--- config.mk ---
export PLATFORM = sky130hd
export DESIGN_NAME = skrt_ctrl
export DESIGN_NICKNAME = d
export VERILOG_FILES = /design/src/hw/rtl/skrt_pkg.sv /design/src/hw/rtl/skrt_ctrl.sv
export SDC_FILE = /design/constraint.sdc
export NUM_CORES = 1
export LEC_CHECK = 0
export BUFFER_PORTS_ARGS = -buffer_cell sky130_fd_sc_hd__buf_4
export CORE_AREA = 2 2 39 41
export CTS_CLUSTER_DIAMETER = 120
export DETAILED_ROUTE_END_ITERATION = 7
export DIE_AREA = 0 0 41 43
export HOLD_SLACK_MARGIN = 0.1
export PLACE_DENSITY = 0.4
export SETUP_SLACK_MARGIN = 0.02
export SYNTH_ARGS = -nofsm -noshare
export SYNTH_HDL_FRONTEND = slang
export SYNTH_SLANG_ARGS = --single-unit
--- constraint.sdc ---
create_clock -name i_clk -period 1.2 [get_ports i_clk]
set_clock_uncertainty 0.15 [all_clocks]
set_input_delay 0.06 -clock i_clk [delete_from_list [all_inputs] [get_ports i_clk]]
set_output_delay 0.06 -clock i_clk [all_outputs]
set_load 0.05 [all_outputs]
--- src/hw/rtl/skrt_pkg.sv ---
// ----------------------------------------------------------------------------
// skrt_pkg
// shared constants, codes and control types of the session key replay table
// ----------------------------------------------------------------------------
`default_nettype none

package skrt_pkg;

    localparam int TABLE_DEPTH = 16;
    localparam int KEY_BITS    = 256;
    localparam int NONCE_BITS  = 64;

    localparam int WORD_W  = 64;
    localparam int KEY_W   = 4 * WORD_W;
    localparam int COUNT_W = 5;
    localparam int IDX_W   = (TABLE_DEPTH > 1) ? $clog2(TABLE_DEPTH) : 1;
    localparam int CNT_W   = $clog2(TABLE_DEPTH + 1);

    typedef enum logic [2:0] {
        ACT_REGISTER = 3'd0,
        ACT_REMOVE   = 3'd1,
        ACT_FIND     = 3'd2,
        ACT_COMMIT   = 3'd3,
        ACT_CLEAR    = 3'd4
    } t_action;

    typedef enum logic [1:0] {
        STS_OK        = 2'd0,
        STS_NOT_FOUND = 2'd1,
        STS_STALE     = 2'd2,
        STS_FULL      = 2'd3
    } t_status;

    typedef struct packed {
        logic capture;
        logic lookup;
        logic read;
        logic exec;
    } t_dp_cmd;

endpackage

`default_nettype wire

--- src/hw/rtl/skrt_ctrl.sv ---
// ----------------------------------------------------------------------------
// skrt_ctrl
// request sequencer: capture, id lookup, memory read, execute
// ----------------------------------------------------------------------------
`default_nettype none

module skrt_ctrl (
    input  wire logic     i_clk,
    input  wire logic     i_rst_n,
    input  wire logic     i_start,
    output logic          o_busy,
    output skrt_pkg::t_dp_cmd o_cmd
);

    import skrt_pkg::*;

    typedef enum logic [3:0] {
        ST_IDLE   = 4'b0001,
        ST_LOOKUP = 4'b0010,
        ST_READ   = 4'b0100,
        ST_EXEC   = 4'b1000
    } t_state;

    t_state r_state;
    t_state n_state;

    always_comb begin
        n_state = r_state;
        o_cmd   = '0;
        case (r_state)
            ST_IDLE: begin
                if (i_start) begin
                    o_cmd.capture = 1'b1;
                    n_state       = ST_LOOKUP;
                end
            end
            ST_LOOKUP: begin
                o_cmd.lookup = 1'b1;
                n_state      = ST_READ;
            end
            ST_READ: begin
                o_cmd.read = 1'b1;
                n_state    = ST_EXEC;
            end
            ST_EXEC: begin
                o_cmd.exec = 1'b1;
                n_state    = ST_IDLE;
            end
            default: begin
                n_state = ST_IDLE;
            end
        endcase
    end

    always_ff @(posedge i_clk) begin
        if (!i_rst_n) begin
            r_state <= ST_IDLE;
        end else begin
            r_state <= n_state;
        end
    end

    assign o_busy = (r_state != ST_IDLE);

endmodule

`default_nettype wire

==> metrics, run 1 <==
WP data arrival 1.21 ns; Crit. End Element output pin; MaxCap Viol Count 0; unrepaired setup endpoints after global routing yes; Synth Register Bits 4; Tot GR Track Use 0.0933; antenna viol nets, final 0; # port buffers 7; Pre-antenna DRT Iters 1; P_leak 0.194 nW; Largest regs r_state (4); clk_lat worst skew 0.24 ns; Placed Instance Area 330 um^2; Critical-path top delay cell dfxtp_2; largest net degree at the start of global routing 7; Most flops, register r_state; Top Family by Delay on Critical Path buffers and inverters; setup slack after layout -0.219 ns; post-DP HPWL 374 um; commonest non-fill, non-tap cell in the layout buf_6; DRT iter0 DRCs 0; run status complete, but fails checks; mapped cell area 206 um^2; Pint 0.000310 W; Critical R2R Launch r_state[2]; area of the multi-input gates 165 um^2; H-tree levels 1; chip width 41 um; Slew headroom 0.827; CP most frequent cell buf_6; Max Clk Rate 0.705 GHz; first-pass GRT wire length 986 um; worst hold start i_start; Mapped Avg Cell Area 10.9 um^2; Clock transition at path regs 0.03 ns; kind of critical path flop to output pin; detailed-route DRC error count 0; post-synth top area cell dfxtp_1; final period utilization 1.18; library cells used by synthesis 12; actual slew at the worst max-slew pin 0.258 ns; DIE HEIGHT 43 um; CTS Buf Count 3; pwr dens 946 nW/um^2; switching share of power 0.286; CP startpoint r_state[2]; final count of negative-setup-slack endpoints 6; Post-Route Setup TNS -1.03 ns; sw power 0.000124 W; share of the synthesized area in the top cell type 0.388; Clk pwr share 0.383; clock tree buffer depth 2; WL final 580 um; critical-path cell list buf_6, nor4b_4, buf_6; FP Rows 14; Seq pwr share 0.331; Synth Instances 19; min Tclk post-route 1.42 ns; CTS tree done; sequential fraction of the synthesis area 0.388; area growth from synthesis to layout 122%; worst-path fanout max 5; CTS root buffer clkbuf_4; Crit path required time 0.99 ns; Worst Setup Start Kind flop; GP Congestion 0.751; Final Cell Area 459 um^2; Ys Warns 0; IO Pins 8; Mapped Nets 22; wl on met1 221 um; worst vdd ir 629 uV; CTS Sinks 4; register area 88.8 um^2; Logic pwr share 0.285; vias in the first global route 214; initial antenna violation count 0; Final Slew Violations 0; Initial Utilization 0.149; worst path buffer plus inverter count 2; FILL cells 151; Area contributors post-synth dfxtp_1 (39%), nor4b_2 (22%), and2_1 (6.1%); n_diodes 0; Hold Violations, Final 0; DR top layer met3; max reg flops 4; failing checks negative setup slack; DR WL met2 303 um; die area 1760 um^2; worst hold path class input port to output pin; commonest non-fill, non-tap cells in the layout buf_6 (7), buf_4 (6), nor4b_4 (4); via count 215; total gr overflow 0; core area 1380 um^2; worst stage delay on the critical path 0.33 ns; WL per Instance 10.9 um; Final #Nets 42; via/cell ratio 4.06; met3 wire len 55 um; proportion of layout cells with a drive suffix above 1 0.703
## logic make-up (layout without fill, tap and decap cells)
group                  count (synthesis)  after routing  synth area share
AO/OA/AOI/OAI                          2              2            0.0667
buffers and inverters                  2             20            0.0545
flip-flops                             4              4             0.388
AND/OR/NAND/NOR                       11             11             0.491
## final timing paths
path,cells after the start,slack (ns),to
setup reg to reg,5,-0.12,r_state[2]
setup / recovery,3,-0.22,o_cmd[2]
hold reg to reg,2,0.45,r_state[1]
hold / removal,3,0.32,o_cmd[3]
## metal layers
layer  vias up  global-route usage
li1        107                   -
met1        99              0.0962
met2         9               0.131
met3         0              0.0785
met4         0              0.0400
met5         -                   0
## power by group through the flow
stage	combinational (W)	sequential [W]	clock, W
finish	0.000124	0.000144	0.000166
global route	0.000132	0.000144	0.000191
CTS	0.000120	0.000143	0.000175
detailed placement	0.0000966	0.000146	0
global placement	0.0000961	0.000146	0
floorplan	0.0000560	0.000154	0
## repair_timing
item                                   4_1_cts  5_1_grt
endpoints found under the hold margin        4        0
hold buffers                                 2        0
setup buffers                                2        1
setup endpoints to repair                    5        7
resized for setup                           13        2
pin swaps                                    2        1
## cells in the mapped netlist, drive strengths merged
library cell,instances
nor4b,4
o21ai,1
and3,1
and2,3
and3b,1
o311ai,1
buf,1
inv,1
nor2b,2
dfxtp,4
## worst min-delay path, delay by kind of cell
| kind | cells | cell delay, ns |
|---|---|---|
| buffers and inverters | 2 | 0.21 |
| and+or+nand+nor | 1 | 0.13 |
## per-stage QoR
stage / cells / worst slack (ns) / hold slack (ns) / util / power [W]
2_1_floorplan: 19 / -0.246 / 0.0316 / - / 0.000210
3_3_place_gp: 45 / -0.0425 / 0.147 / 0.239 / 0.000242
3_5_place_dp: 45 / -0.0466 / 0.149 / 0.239 / 0.000243
4_1_cts: 52 / -0.245 / 0.317 / 0.321 / 0.000439
5_1_grt: 53 / -0.281 / 0.331 / 0.332 / 0.000467
6_report: 53 / -0.219 / 0.316 / 0.332 / 0.000434
## area by class of cell
| class | instances | area share |
|---|---|---|
| Inverter | 1 | 0.00817 |
| Clock buffer | 3 | 0.0490 |
| Timing Repair Buffer | 16 | 0.346 |
| Sequential cell | 4 | 0.193 |
| Tap cell | 16 | 0.0436 |
| Multi-Input combinational cell | 13 | 0.360 |
Power figures use the tool's default switching activity.
==> inputs of run 2 (changes only) <==
--- a/config.mk
+++ b/config.mk
@@ -7,7 +7,7 @@
 export LEC_CHECK = 0
 export BUFFER_PORTS_ARGS = -buffer_cell sky130_fd_sc_hd__buf_4
 export CORE_AREA = 2 2 39 41
-export CTS_CLUSTER_DIAMETER = 120
+export CTS_CLUSTER_DIAMETER = 50
 export DETAILED_ROUTE_END_ITERATION = 7
 export DIE_AREA = 0 0 41 43
 export HOLD_SLACK_MARGIN = 0.1
==> constraint.sdc (replaced) <==
create_clock -name i_clk -period 1.2 [get_ports i_clk]
set_clock_uncertainty 0.15 [all_clocks]
set_input_delay 0.12 -clock i_clk [delete_from_list [all_inputs] [get_ports i_clk]]
set_output_delay 0.12 -clock i_clk [all_outputs]
set_load 0.05 [all_outputs]
==> run 2 against run 1 <==
Against the previous run:
- the flow still finishes with violations (negative setup slack)
- register-to-register slack improved by 0.15 ns
- count of clock-buffer cells in the layout did not move
- highest routed layer unchanged
- via count fell by 2.8%
==> metrics, run 2 (same netlist as run 1, synthesis figures left out) <==
pwr dens 975 nW/um^2 (+3.1%); total gr overflow 0 (unchanged); Max Clk Rate 0.683 GHz (-3.1%); kind of critical path flop to output pin; setup bufs post-CTS 0 (-2); vias in the first global route 211 (-1.4%); # port buffers 7 (unchanged); WL per Instance 9.77 um (-11%); clock tree buffer depth 2 (unchanged); worst hold path class input port to flop; Crit path required time 0.93 ns (-0.06 ns); detailed-route DRC error count 0 (unchanged); via count 209 (-2.8%); Slew headroom 0.841 (+0.0135); Initial Utilization 0.149 (unchanged); P_leak 0.193 nW (-0.63%); CTS tree done; WP data arrival 1.19 ns (-0.02 ns); failing checks negative setup slack; Worst Setup Start Kind flop; largest net degree at the start of global routing 6 (-1); post-DP HPWL 399 um (+6.6%); commonest non-fill, non-tap cell in the layout buf_6; n_diodes 0 (unchanged); Clock transition at path regs 0.04 ns (about the same); worst-path fanout max 3 (-2); Final Slew Violations 0 (unchanged); proportion of layout cells with a drive suffix above 1 0.730 (+0.0270); Placed Instance Area 365 um^2 (+11%); CTS Buf Count 3 (unchanged); setup slack after layout -0.264 ns (-0.0454 ns); die area 1760 um^2 (unchanged); antenna viol nets, final 0 (unchanged); via/cell ratio 3.94 (-2.8%); IO Pins 8 (unchanged); Post-Route Utilization 0.335 (+0.00362); Hold Violations, Final 0 (unchanged); CP most frequent cell buf_6; worst vdd ir 538 uV (-14%); chip width 41 um (unchanged); H-tree levels 1 (unchanged); Tot GR Track Use 0.0741 (-0.0191); min Tclk post-route 1.46 ns (+0.0454 ns); MaxCap Viol Count 0 (unchanged); worst path buffer plus inverter count 2 (unchanged); GP Congestion 0.707 (-5.8%); Pre-antenna DRT Iters 2 (+1); Crit. End Element output pin; final count of negative-setup-slack endpoints 5 (-1); area growth from synthesis to layout 125%; first-pass GRT wire length 848 um (-14%); worst stage delay on the critical path 0.33 ns (about the same); final period utilization 1.22 (+0.0378); CTS root buffer clkbuf_4; core area 1380 um^2 (unchanged); clk_lat worst skew 0.24 ns (about the same); WL final 518 um (-11%); Final #Nets 42 (unchanged); Most flops, register r_state; DRT iter0 DRCs 2 (+2); run status complete, but fails checks; critical-path cell list buf_6, nor4b_4, buf_6; DIE HEIGHT 43 um (unchanged); Top Family by Delay on Critical Path flip-flops; commonest non-fill, non-tap cells in the layout buf_6 (8), nor4b_4 (4), buf_4 (4), dfxtp_2 (4), clkbuf_4 (3); FP Rows 14 (unchanged); CTS Sinks 4 (unchanged); actual slew at the worst max-slew pin 0.238 ns (-0.0202 ns); Final Cell Area 464 um^2 (+1.1%); unrepaired setup endpoints after global routing yes; initial antenna violation count 0 (unchanged); Critical-path top delay cell dfxtp_2; max reg flops 4 (unchanged); Largest regs r_state (4)
## run 2: cell counts in the layout (fill, tap and decap cells not counted)
Identical to the previous run, type by type.
## run 2: tightest hold or removal path, delay by kind of cell
kind | cells | cell delay, ns
buf+inv | 1 | 0.09
simple gates | 1 | 0.15
compound gates | 1 | 0.08
## run 2: final cells by class
type,instances,area (um^2)
multi-input combinational,13,158
timing repair buffer,16,175
fill,142,920
tap,16,20.0
clock buffer,3,22.5
inverter,1,3.75
sequential,4,85.1
## run 2: power by group
group,internal [W],switching [W],total [W],leakage (nW)
clock,0.000112,0.0000581,0.000170,0.0138
combinational,0.0000718,0.0000643,0.000136,0.145
sequential,0.000140,0.00000587,0.000146,0.0337
total,0.000324,0.000128,0.000453,0.193
## run 2: metrics by stage
stage                     TNS, ns  instances  hold slack [ns]  total power [W]  setup slack (ns)
after floorplan            -0.668         19           0.0916         0.000211            -0.246
after global placement     -0.291         48            0.210         0.000256           -0.0946
after detailed placement   -0.248         48            0.207         0.000257           -0.0939
after CTS                   -1.35         53            0.120         0.000465            -0.297
after global routing        -1.47         53            0.117         0.000484            -0.327
final                       -1.23         53           0.0990         0.000453            -0.264
## run 2: final timing paths
kind	start	to	slack (ns)	cells past startpoint
min	i_start	r_state[0]	0.1	3
max	r_state[1]	o_cmd[1]	-0.26	3
min reg2reg	r_state[2]	r_state[0]	0.48	2
max reg2reg	r_state[0]	r_state[0]	0.03	4
## run 2: timing repair
item | CTS | global route
hold buffers | 2 | 0
pin swaps | 4 | 2
endpoints found under the setup margin | 6 | 8
endpoints found under the hold margin | 4 | 0
gates resized for setup | 13 | 0
## run 2: layer usage
metal | GRT usage | share of wire | up-vias
met5 | 0 | 0 | -
li1 | - | - | 106
met1 | 0.0990 | 0.44 | 96
met4 | 0.0600 | 0 | 0
met3 | 0.0157 | 0.069 | 0
met2 | 0.0969 | 0.49 | 7
==> inputs of run 3 (changes only) <==
--- a/config.mk
+++ b/config.mk
@@ -11,7 +11,7 @@
 export DETAILED_ROUTE_END_ITERATION = 7
 export DIE_AREA = 0 0 41 43
 export HOLD_SLACK_MARGIN = 0.1
-export PLACE_DENSITY = 0.4
+export PLACE_DENSITY = 0.41
 export SETUP_SLACK_MARGIN = 0.02
 export SYNTH_ARGS = -nofsm -noshare
 export SYNTH_HDL_FRONTEND = slang
==> constraint.sdc (replaced) <==
create_clock -name i_clk -period 1.3 [get_ports i_clk]
set_clock_uncertainty 0.15 [all_clocks]
set_input_delay 0.13 -clock i_clk [delete_from_list [all_inputs] [get_ports i_clk]]
set_output_delay 0.13 -clock i_clk [all_outputs]
set_load 0.05 [all_outputs]
==> run 3 against run 2 <==
Against the previous run:
- the run still ends with negative setup slack left
- power fell by 11%
- highest routed layer unchanged
- critical path type unchanged
- combinational power fell by 15%
- non-clock buffer count fell by 2
- worst hold slack improved by 0.0096 ns
- design area fell by 3.0%
==> metrics, run 3 (same netlist as run 1, synthesis figures left out) <==
CTS root buffer clkbuf_4; final period utilization 1.14; Max Clk Rate 0.674 GHz; Crit path required time 1.02 ns (+0.09 ns); clock tree buffer depth 2 (unchanged); run status complete, but fails checks; Top Family by Delay on Critical Path simple AND/OR/NAND/NOR gates; setup slack after layout -0.183 ns (+0.0811 ns); total gr overflow 0 (unchanged); r2r endpoint r_state[2]; CP startpoint r_state[1]; WL final 504 um (-2.7%); core area 1380 um^2 (unchanged); H-tree levels 1 (unchanged); worst hold path class input port to flop; antenna viol nets, final 0 (unchanged); max reg flops 4 (unchanged); MaxCap Viol Count 0 (unchanged); vias in the first global route 212 (+0.47%); placed insts 46 (-4.2%); die area 1760 um^2 (unchanged); min Tclk post-route 1.48 ns; Hold Violations, Final 0 (unchanged); pwr dens 897 nW/um^2 (-8.0%); GR peak layer met2; commonest non-fill, non-tap cell in the layout buf_6; Worst Setup Start Kind flop; WL per Instance 9.88 um (+1.1%); R2R cell count 3 (-1); area growth from synthesis to layout 118%; critical-path cell list nor4b_4, and2_4, buf_8; DP Worst Slack -0.00923 ns (+0.0847 ns); detailed-route DRC error count 0 (unchanged); Setup crit end o_cmd[3]; IO Pins 8 (unchanged); Post-Route Setup TNS -0.728 ns (+0.504 ns); CTS Buf Count 3 (unchanged); GP Congestion 0.753 (+6.5%); Final #Nets 40 (-4.8%); via count 210 (+0.48%); unrepaired setup endpoints after global routing yes; Clock transition at path regs 0.04 ns (about the same); setup bufs post-CTS 0 (unchanged); Largest regs r_state (4); DRT iter0 DRCs 1 (-1); Final Slew Violations 0 (unchanged); Slew headroom 0.837 (-0.00406); largest net degree at the start of global routing 7 (+1); chip width 41 um (unchanged); P_leak 0.185 nW (-4.0%); FP Rows 14 (unchanged); met1 Use GR 0.0903 (-0.00872); Tot GR Track Use 0.0794 (+0.00525); Crit. End Element output pin; actual slew at the worst max-slew pin 0.244 ns (+0.00606 ns); Critical-path top delay cell dfxtp_4; worst-path fanout max 3 (unchanged); final count of negative-setup-slack endpoints 5 (unchanged); Post-Layout Cell Count 51 (-3.8%); Pre-antenna DRT Iters 2 (unchanged); met2 Usage GRT 0.103 (+0.00625); Worst path depth 3 (unchanged); Most flops, register r_state; worst path buffer plus inverter count 1 (-1); CTS Sinks 4 (unchanged); worst stage delay on the critical path 0.35 ns (+0.02 ns); WP data arrival 1.20 ns (about the same); via/cell ratio 4.12 (+4.4%); R2R setup slack 0.18 ns (+0.15 ns); proportion of layout cells with a drive suffix above 1 0.686 (-0.0440); Placed Instance Area 350 um^2 (-4.1%); n_diodes 0 (unchanged); # port buffers 7 (unchanged); first-pass GRT wire length 869 um (+2.5%); CTS tree done; Critical R2R Launch r_state[3]; clk_lat worst skew 0.23 ns (about the same); DIE HEIGHT 43 um (unchanged); Initial Utilization 0.149 (unchanged); global-route met3 utilization 0.0314 (+0.0157); worst vdd ir 412 uV (-23%); kind of critical path flop to output pin; failing checks negative setup slack; initial antenna violation count 0 (unchanged); commonest non-fill, non-tap cells in the layout buf_6 (7), nor4b_4 (4), clkbuf_4 (3), buf_4 (3); Final Cell Area 450 um^2 (-3.0%)
[run 3: cell count changes in the layout (fill, tap and decap cells not counted)]
cell / before / now
inv_2: 1 / 0
inv_1: 0 / 1
buf_4: 4 / 3
buf_6: 8 / 7
dfxtp_4: 0 / 2
dfxtp_2: 4 / 2
[run 3: how the worst min path moves through the flow]
stage	slack [ns]	end	depth (start not counted)	from
6_report	0.11	r_state[0]	3	i_start
5_1_grt	0.12	r_state[0]	3	i_start
4_1_cts	0.11	r_state[0]	3	i_start
3_5_place_dp	0.22	r_state[3]	2	i_rst_n
3_3_place_gp	0.21	r_state[3]	2	i_rst_n
2_1_floorplan	0.10	r_state[3]	1	i_rst_n
[run 3: cell type report]
type                    instances  area, um^2
flip-flops and latches          4        90.1
multi-input cells              13         158
inverters                       1        3.75
repair buffers                 14         156
clock buffers                   3        22.5
well taps                      16        20.0
fillers                       142         933
[run 3: where the power goes]
| group | total, W | internal [W] | switching [W] |
|---|---|---|---|
| registers | 0.000133 | 0.000127 | 0.00000584 |
| clock network | 0.000155 | 0.000103 | 0.0000517 |
| logic | 0.000116 | 0.0000591 | 0.0000572 |
| total | 0.000404 | 0.000289 | 0.000115 |
[run 3: worst min-delay path: cells and delay by family]
family / cells / cell delay, ns
and+or+nand+nor: 1 / 0.15
AOI/OAI and AO/OA: 1 / 0.08
buffers and inverters: 1 / 0.09
[run 3: timing repair]
action,in CTS,in global routing
cloned,0,0
pin swaps,2,2
endpoints found under the setup margin,5,5
gates resized for setup,13,1
endpoints found under the hold margin,4,0
hold buffers,2,0
[run 3: metal layers]
layer | vias to the layer above | wire length [um]
met2 | 7 | 254
met3 | 0 | 45
met5 | - | 0
li1 | 103 | -
met1 | 100 | 204
met4 | 0 | 0
[run 3: through the flow]
stage / utilization / hold WS (ns) / total power (W)
after detailed placement: 0.253 / 0.220 / 0.000230
after CTS: 0.325 / 0.112 / 0.000411
after global routing: 0.325 / 0.118 / 0.000432
final: 0.325 / 0.109 / 0.000404
after global placement: 0.253 / 0.212 / 0.000230
after floorplan: - / 0.102 / 0.000194
